## config.mk

```make
export PLATFORM = sky130hd
export DESIGN_NAME = pcfs_ctrl
export DESIGN_NICKNAME = d
export VERILOG_FILES = /design/src/rtl/core/pcfs_pkg.sv /design/src/rtl/core/pcfs_ctrl.sv
export SDC_FILE = /design/constraint.sdc
export NUM_CORES = 1
export LEC_CHECK = 0
export ABC_AREA = 1
export BUFFER_PORTS_ARGS = -buffer_cell sky130_fd_sc_hd__buf_4
export CORE_MARGIN = 2
export CORE_UTILIZATION = 27
export DETAILED_ROUTE_END_ITERATION = 10
export HOLD_SLACK_MARGIN = 0.03
export PLACE_DENSITY = 0.44
export SLEW_MARGIN = 25
export SYNTH_ARGS = -nofsm -noshare
export SYNTH_HDL_FRONTEND = slang
export SYNTH_SLANG_ARGS = --single-unit
```

## constraint.sdc

```tcl
create_clock -name clk -period 4.3 [get_ports clk]
set_input_delay 0.215 -clock clk [delete_from_list [all_inputs] [get_ports clk]]
set_output_delay 0.215 -clock clk [all_outputs]
set_load 0.05 [all_outputs]
```

## src/rtl/core/pcfs_pkg.sv

```systemverilog
// Shared types and constants of the point-charge field summation block.
package pcfs_pkg;

	localparam logic CMD_LOAD = 1'b0;
	localparam logic CMD_EVAL = 1'b1;

	localparam logic [1:0] CFG_NUM_CHARGES  = 2'd0;
	localparam logic [1:0] CFG_FIELD_SCALE  = 2'd1;
	localparam logic [1:0] CFG_MIN_DISTANCE = 2'd2;

	localparam logic [1:0] SEL_POT = 2'd0;
	localparam logic [1:0] SEL_X   = 2'd1;
	localparam logic [1:0] SEL_Y   = 2'd2;
	localparam logic [1:0] SEL_Z   = 2'd3;

	localparam logic [3:0] MS_SQX  = 4'd0;
	localparam logic [3:0] MS_SQY  = 4'd1;
	localparam logic [3:0] MS_SQZ  = 4'd2;
	localparam logic [3:0] MS_AMAG = 4'd3;
	localparam logic [3:0] MS_DD   = 4'd4;
	localparam logic [3:0] MS_D3L  = 4'd5;
	localparam logic [3:0] MS_D3H  = 4'd6;
	localparam logic [3:0] MS_NL   = 4'd7;
	localparam logic [3:0] MS_NH   = 4'd8;

	localparam logic [6:0] SQRT_LAST = 7'd32;
	localparam logic [6:0] DIV_LAST  = 7'd127;

	typedef struct packed {
		logic       mem_wr;
		logic       load_q;
		logic       rd_en;
		logic       disp_en;
		logic       mul_en;
		logic [3:0] mul_sel;
		logic       mul_clr;
		logic       mul_sh;
		logic       save_amag;
		logic       save_d2;
		logic       save_d3;
		logic       sqrt_init;
		logic       sqrt_step;
		logic       set_close;
		logic       div_init;
		logic       div_field;
		logic       div_step;
		logic       term_en;
		logic       sum_en;
		logic [1:0] sel;
		logic       out_load;
	} dp_cmd_t;

	typedef struct packed {
		logic d_bad;
	} dp_stat_t;

endpackage

```

## src/rtl/core/pcfs_ctrl.sv

```systemverilog
// Controller state machine that sequences the per-charge arithmetic.
module pcfs_ctrl import pcfs_pkg::*; #(
	parameter int MAX_CHARGES = 64
) (
	input  logic       clk,
	input  logic       arst_n,
	input  logic       in_valid,
	output logic       in_ready,
	input  logic       cmd,
	output logic       out_valid,
	input  logic       out_ready,
	input  logic [6:0] num_charges,
	input  dp_stat_t   stat,
	output dp_cmd_t    dcmd,
	output logic [$clog2(MAX_CHARGES + 1)-1:0] idx
);
	localparam int CW = (MAX_CHARGES > 1) ? $clog2(MAX_CHARGES + 1) : 1;

	localparam logic [5:0] S_IDLE = 6'd0;
	localparam logic [5:0] S_RD   = 6'd1;
	localparam logic [5:0] S_DISP = 6'd2;
	localparam logic [5:0] S_SQX  = 6'd3;
	localparam logic [5:0] S_SQY  = 6'd4;
	localparam logic [5:0] S_SQZ  = 6'd5;
	localparam logic [5:0] S_SQW  = 6'd6;
	localparam logic [5:0] S_SQI  = 6'd7;
	localparam logic [5:0] S_SQS  = 6'd8;
	localparam logic [5:0] S_CHK  = 6'd9;
	localparam logic [5:0] S_AM   = 6'd10;
	localparam logic [5:0] S_AMW  = 6'd11;
	localparam logic [5:0] S_AMS  = 6'd12;
	localparam logic [5:0] S_PDI  = 6'd13;
	localparam logic [5:0] S_PDS  = 6'd14;
	localparam logic [5:0] S_PT   = 6'd15;
	localparam logic [5:0] S_PS   = 6'd16;
	localparam logic [5:0] S_D2M  = 6'd17;
	localparam logic [5:0] S_D2W  = 6'd18;
	localparam logic [5:0] S_D2S  = 6'd19;
	localparam logic [5:0] S_D3L  = 6'd20;
	localparam logic [5:0] S_D3H  = 6'd21;
	localparam logic [5:0] S_D3W  = 6'd22;
	localparam logic [5:0] S_D3S  = 6'd23;
	localparam logic [5:0] S_NL   = 6'd24;
	localparam logic [5:0] S_NH   = 6'd25;
	localparam logic [5:0] S_NW   = 6'd26;
	localparam logic [5:0] S_FDI  = 6'd27;
	localparam logic [5:0] S_FDS  = 6'd28;
	localparam logic [5:0] S_FT   = 6'd29;
	localparam logic [5:0] S_FS   = 6'd30;
	localparam logic [5:0] S_NXT  = 6'd31;
	localparam logic [5:0] S_FIN  = 6'd32;

	logic [5:0]    state_q, state_d;
	logic [6:0]    cnt_q;
	logic [1:0]    ax_q;
	logic [CW-1:0] idx_q, n_q, n_c;
	logic          out_valid_q;

	assign n_c = (32'(num_charges) > MAX_CHARGES) ? CW'(MAX_CHARGES) : CW'(num_charges);
	assign in_ready  = (state_q == S_IDLE);
	assign out_valid = out_valid_q;
	assign idx       = idx_q;

	always_comb begin
		dcmd    = '0;
		state_d = state_q;
		case (state_q)
			S_IDLE: begin
				if (in_valid) begin
					if (cmd == CMD_LOAD) begin
						dcmd.mem_wr = 1'b1;
					end else begin
						dcmd.load_q = 1'b1;
						state_d = (n_c == '0) ? S_FIN : S_RD;
					end
				end
			end
			S_RD: begin
				dcmd.rd_en = 1'b1;
				state_d = S_DISP;
			end
			S_DISP: begin
				dcmd.disp_en = 1'b1;
				state_d = S_SQX;
			end
			S_SQX: begin
				dcmd.mul_en = 1'b1;
				dcmd.mul_sel = MS_SQX;
				dcmd.mul_clr = 1'b1;
				state_d = S_SQY;
			end
			S_SQY: begin
				dcmd.mul_en = 1'b1;
				dcmd.mul_sel = MS_SQY;
				state_d = S_SQZ;
			end
			S_SQZ: begin
				dcmd.mul_en = 1'b1;
				dcmd.mul_sel = MS_SQZ;
				state_d = S_SQW;
			end
			S_SQW: state_d = S_SQI;
			S_SQI: begin
				dcmd.sqrt_init = 1'b1;
				state_d = S_SQS;
			end
			S_SQS: begin
				dcmd.sqrt_step = 1'b1;
				if (cnt_q == SQRT_LAST) state_d = S_CHK;
			end
			S_CHK: begin
				if (stat.d_bad) begin
					dcmd.set_close = 1'b1;
					state_d = S_NXT;
				end else begin
					state_d = S_AM;
				end
			end
			S_AM: begin
				dcmd.mul_en = 1'b1;
				dcmd.mul_sel = MS_AMAG;
				dcmd.mul_clr = 1'b1;
				state_d = S_AMW;
			end
			S_AMW: state_d = S_AMS;
			S_AMS: begin
				dcmd.save_amag = 1'b1;
				state_d = S_PDI;
			end
			S_PDI: begin
				dcmd.div_init = 1'b1;
				state_d = S_PDS;
			end
			S_PDS: begin
				dcmd.div_step = 1'b1;
				if (cnt_q == DIV_LAST) state_d = S_PT;
			end
			S_PT: begin
				dcmd.term_en = 1'b1;
				dcmd.sel = SEL_POT;
				state_d = S_PS;
			end
			S_PS: begin
				dcmd.sum_en = 1'b1;
				dcmd.sel = SEL_POT;
				state_d = S_D2M;
			end
			S_D2M: begin
				dcmd.mul_en = 1'b1;
				dcmd.mul_sel = MS_DD;
				dcmd.mul_clr = 1'b1;
				state_d = S_D2W;
			end
			S_D2W: state_d = S_D2S;
			S_D2S: begin
				dcmd.save_d2 = 1'b1;
				state_d = S_D3L;
			end
			S_D3L: begin
				dcmd.mul_en = 1'b1;
				dcmd.mul_sel = MS_D3L;
				dcmd.mul_clr = 1'b1;
				state_d = S_D3H;
			end
			S_D3H: begin
				dcmd.mul_en = 1'b1;
				dcmd.mul_sel = MS_D3H;
				dcmd.mul_sh = 1'b1;
				state_d = S_D3W;
			end
			S_D3W: state_d = S_D3S;
			S_D3S: begin
				dcmd.save_d3 = 1'b1;
				state_d = S_NL;
			end
			S_NL: begin
				dcmd.mul_en = 1'b1;
				dcmd.mul_sel = MS_NL;
				dcmd.mul_clr = 1'b1;
				dcmd.sel = ax_q;
				state_d = S_NH;
			end
			S_NH: begin
				dcmd.mul_en = 1'b1;
				dcmd.mul_sel = MS_NH;
				dcmd.mul_sh = 1'b1;
				dcmd.sel = ax_q;
				state_d = S_NW;
			end
			S_NW: state_d = S_FDI;
			S_FDI: begin
				dcmd.div_init = 1'b1;
				dcmd.div_field = 1'b1;
				state_d = S_FDS;
			end
			S_FDS: begin
				dcmd.div_step = 1'b1;
				if (cnt_q == DIV_LAST) state_d = S_FT;
			end
			S_FT: begin
				dcmd.term_en = 1'b1;
				dcmd.sel = ax_q;
				state_d = S_FS;
			end
			S_FS: begin
				dcmd.sum_en = 1'b1;
				dcmd.sel = ax_q;
				state_d = (ax_q == SEL_Z) ? S_NXT : S_NL;
			end
			S_NXT: begin
				state_d = (CW'(idx_q + 1'b1) == n_q) ? S_FIN : S_RD;
			end
			S_FIN: begin
				if (!out_valid_q || out_ready) begin
					dcmd.out_load = 1'b1;
					state_d = S_IDLE;
				end
			end
			default: state_d = S_IDLE;
		endcase
	end

	always_ff @(posedge clk or negedge arst_n) begin
		if (!arst_n) begin
			state_q     <= S_IDLE;
			cnt_q       <= '0;
			ax_q        <= SEL_X;
			idx_q       <= '0;
			n_q         <= '0;
			out_valid_q <= 1'b0;
		end else begin
			state_q <= state_d;
			if (dcmd.load_q) begin
				n_q   <= n_c;
				idx_q <= '0;
			end
			if (state_q == S_NXT) idx_q <= CW'(idx_q + 1'b1);
			if (dcmd.sqrt_init || dcmd.div_init) begin
				cnt_q <= '0;
			end else if (dcmd.sqrt_step || dcmd.div_step) begin
				cnt_q <= cnt_q + 7'd1;
			end
			if (dcmd.save_d3) begin
				ax_q <= SEL_X;
			end else if (dcmd.sum_en && (ax_q != SEL_Z) && (dcmd.sel != SEL_POT)) begin
				ax_q <= ax_q + 2'd1;
			end
			if (dcmd.out_load) begin
				out_valid_q <= 1'b1;
			end else if (out_ready) begin
				out_valid_q <= 1'b0;
			end
		end
	end

endmodule

```

Word-level counts from Yosys, hierarchy flattened
Cells that the tools add are included.
{ "totals": {"elab_cells": 118, "out_inout_bits": 34, "regBits": 30} }
{ "classes": {"eq_ne": 43, "n_reduce_logical": 21, "n_lt_le_gt_ge": 1, "addsub": 3, "muxes": 44} }
{ "op_table": {"columns": ["cell", "count"], "rows": [
  ["case mux 6 bit (33 select lines)", 1],
  ["equality test 6 x 5 -> 1 bit (second input constant)", 16],
  ["equality test 6 x 4 -> 1 bit (second input constant)", 8],
  ["2-to-1 mux 6 bit", 8],
  ["case mux 5 bit (9 select lines)", 1],
  ["2-to-1 mux 7 bit", 5],
  ["equality test 6 x 3 -> 1 bit (second input constant)", 4],
  ["2-to-1 mux 1 bit", 22],
  ["adder 7 x 1 -> 7 bit (second input constant)", 2],
  ["equality test 6 x 2 -> 1 bit (second input constant)", 2],
  ["!= test 2 bit (second input constant)", 6],
  ["2-to-1 mux 2 bit", 5],
  ["nonzero test 2 bit", 5],
  ["OR reduction 2 bit", 5],
  ["equality test 7 x 6 -> 1 bit (second input constant)", 1],
  ["equality test 7 bit", 1],
  ["equality test 7 bit (second input constant)", 1],
  ["greater-than comparator 7 bit (second input constant)", 1],
  ["zero test 7 bit", 1],
  ["equality test 6 x 1 -> 1 bit (second input constant)", 1],
  ["equality test 6 bit (second input constant)", 1],
  ["zero test 6 bit", 1],
  ["AND reduction 6 bit", 1],
  ["2-to-1 mux 5 bit", 1],
  ["9 further kinds", 12]
]} }

Longest topological paths before layout
{ "depth": {"ltp_word": 7, "mapped_depth": 12} }

Worst setup path after synthesis
Ideal clock, no wire load.
{ "synth_timing": {"kind": "register -> output", "startpoint": "reg state_q[1]", "endpoint": "out dcmd[4] in the netlist's numbering", "stages_incl_launch_ff": 5, "t_arrival_ps": 1965, "required_time_ps": 4085, "path_slack_ps": 2120, "path_cell_list": "dfrtp_1 > nand2_2 > nor2_1 > inv_1 > o21ai_0"} }
{ "synth_lines": {"columns": ["item", "line", "source"], "rows": [
  ["start: declaration", "pcfs_ctrl.sv:53", "logic [5:0] state_q, state_d;"],
  ["start signal: assignment", "pcfs_ctrl.sv:232", "state_q <= state_d;"],
  ["end: declaration", "pcfs_ctrl.sv:14", "output dp_cmd_t dcmd,"]
]} }

==> metrics <==
antenna-violating nets left 0; Final Cycle Share 0.511; Mean Syn Cell Area 6.77 sq um; Comb power frac 0.608; met1 wire length 3190 microns; power per cell area 689 nW/um^2; Main synth FF type dfrtp_1; Final #Nets 409; Via density 4.75; GP Congestion 0.847; Peak VDD IR 0.223 mV; Hold Crit Class in -> reg; Cell variety after synth 35; wire per inst 13.4 microns; Sw Ratio 0.555; unrepaired setup endpoints after global routing no; via count of the routed design 2,364; hold violation count in the final report 0; commonest non-fill, non-tap cell in the layout nand2_1; Max-Cap Viols 0; clk slew on worst S/H paths 0.07 ns; crit end category primary output; die area 9290 sq um; setup tns final 0 ns; crit path DAT 1.98 ns; Slew headroom 0.731; Tot GR Track Use 0.153; net switching power 0.00110 W; Overall Power 0.00198 W; Clk pwr share 0.122; Min Clock Period, post-route 2.20 ns; CP required 4.09 ns; Root Buffer clkbuf_8; Final Max Slew Viols 0; Initial Utilization 0.279; CORE AREA 8260 sq um; Synth Net Count 357; Area growth, synth to finish 24.9%; antenna cell count 0; P_int 0.000883 W; First DRT Iteration DRCs 93; fin cells 498; vias in the first global route 2,267; DR pass1 iterations 4; top sig layer met4; CTS resizes 0; crit path kind reg -> out; metal2 WL 2990 microns; final setup violation count 0; Post-synth EDFFs 0; Die X 96.4 microns; htree depth 2; worst-case reg-to-reg path depth 11; post-place setup slack 2.41 ns; FF-to-FF setup slack 2.43 ns; first-pass GRT wire length 11,000 microns; Crit Path Max Fanout 8; largest net degree at the start of global routing 31; Yosys warnings 0; WL final 6660 microns; reg2reg end state_q[5]$_DFFE_PN0P_; Sink Count 30; CP Launch Type flip-flop; sequential share of power 0.269; met3 wire length 285 microns; CTS tree yes; cts bufs inserted 5; Cells after Synth 340; Hold Crit Start num_charges[5]; Highest Clock Rate 455 MHz; commonest cells after routing, fill and taps aside 69 x nand2_1, 49 x inv_1, 46 x buf_4; Post-synth ARST share 1.00; Static Leakage 1.50 nW; Final Worst Setup Slack 2.10 ns; total congestion overflow 0; final hold slack 0.173 ns; share of cells above drive strength 1 0.265; skew final 0.00834 ns; worst-case clock buffer depth 2; outcome finished, final reports clean; hold path depth 3; number of I/O pins 47; initial antenna violation count 0; Placed Cells incl. Taps 489; worst reg2reg startpoint idx[0]$_DFFE_PN0P_; sequential fraction of the synthesis area 0.326; Rows 33; HPWL Detailed 5400 microns; clk_lat worst skew 0.28 ns; worst-margin pin slew 0.403 ns; Synth Cell Area 2300 sq um; Port Buffers 46; #FFs+latches synth 30; hold path endpoint n_q[5]$_DFFE_PN0P_; # DRC 0; die height 96.4 microns
## area by class of cell
type                       count  area [sq um]
multi-input combinational    243          1300
timing repair buffer          47           355
sequential                    30           752
tap                          105           131
inverter                      65           244
clock inverter                 2          12.5
fill                         945          5380
clock buffer                   6          82.6
## cell families after synthesis
kind of cell               synth area share
AOI/OAI and AO/OA                     0.108
xor gates and xnor gates            0.00761
adders and majority gates            0.0217
buffers and inverters                 0.110
DFF                                   0.326
and+or+nand+nor                       0.426
## per-layer routing
metal  global-route usage  vias to the layer above
met4               0.0622                        0
li1                     -                     1211
met1                0.208                     1071
met5                    0                        -
met2                0.242                       66
met3               0.0227                       16
## synthesized netlist by cell type (2+ instances only)
cell        n  area, sq um
nor2_1     36          135
nor3_1      7         35.0
nand3_2     5         50.1
inv_1      49          184
nand2_1    69          259
nand4_1     7         43.8
dfrtp_1    29          726
o2111ai_1   2         17.5
nor2_4      7         78.8
a211oi_1    2         15.0
nand2_2     9         56.3
a22o_1      2         17.5
nand3_1    43          215
o21ai_1     4         20.0
o22ai_1     2         12.5
a21oi_1    11         55.1
o21ai_0    14         70.1
inv_2      16         60.1
a31oi_1     2         12.5
nor2_2      6         37.5
ha_1        4         50.1
## timing repair
| action | CTS | global route |
|---|---|---|
| buffers inserted | 0 | 0 |
| hold buffers | 1 | 0 |
| endpoints found under the hold margin | 29 | 0 |
## critical path, cell delays in order, from the launching register on
cell	delay (ns)
dfrtp_1	0.42
inv_2	0.12
nand2_2	0.16
inv_2	0.21
nand3_1	0.20
nand2_1	0.14
inv_2	0.05
nand3_2	0.07
inv_1	0.06
nor2_1	0.08
buf_4	0.20
## registers in the layout (all words and copies together), names as in the netlist
name,cells
n_q,7
idx,7
state_q,6
out_valid,1
ax_q,2
cnt_q,7
## through the flow
stage,instance area [sq um],util
global route,2880,0.348
finish,2880,0.348
floorplan,2300,-
global placement,2770,0.336
detailed placement,2770,0.336
CTS,2880,0.348
## power by group through the flow
stage	sequential, W	combinational [W]	clock, W
floorplan	0.000596	0.000810	0
global placement	0.000542	0.00122	0
detailed placement	0.000537	0.00121	0
CTS	0.000533	0.00121	0.000254
global route	0.000550	0.00133	0.000268
finish	0.000534	0.00121	0.000243
## worst max-delay path by stage
stage | start | cells past startpoint | to | slack [ns]
3_3_place_gp | state_q[5]$_DFFE_PN0P_ | 10 | dcmd[2] | 2.38
3_5_place_dp | state_q[5]$_DFFE_PN0P_ | 10 | dcmd[1] | 2.41
4_1_cts | state_q[5]$_DFFE_PN0P_ | 10 | dcmd[1] | 2.09
2_1_floorplan | state_q[1]$_DFFE_PN0P_ | 4 | dcmd[4] | 2.12
5_1_grt | state_q[5]$_DFFE_PN0P_ | 10 | dcmd[1] | 1.94
6_report | state_q[5]$_DFFE_PN0P_ | 10 | dcmd[1] | 2.10
Note: power is estimated with default switching activity, not from simulation.
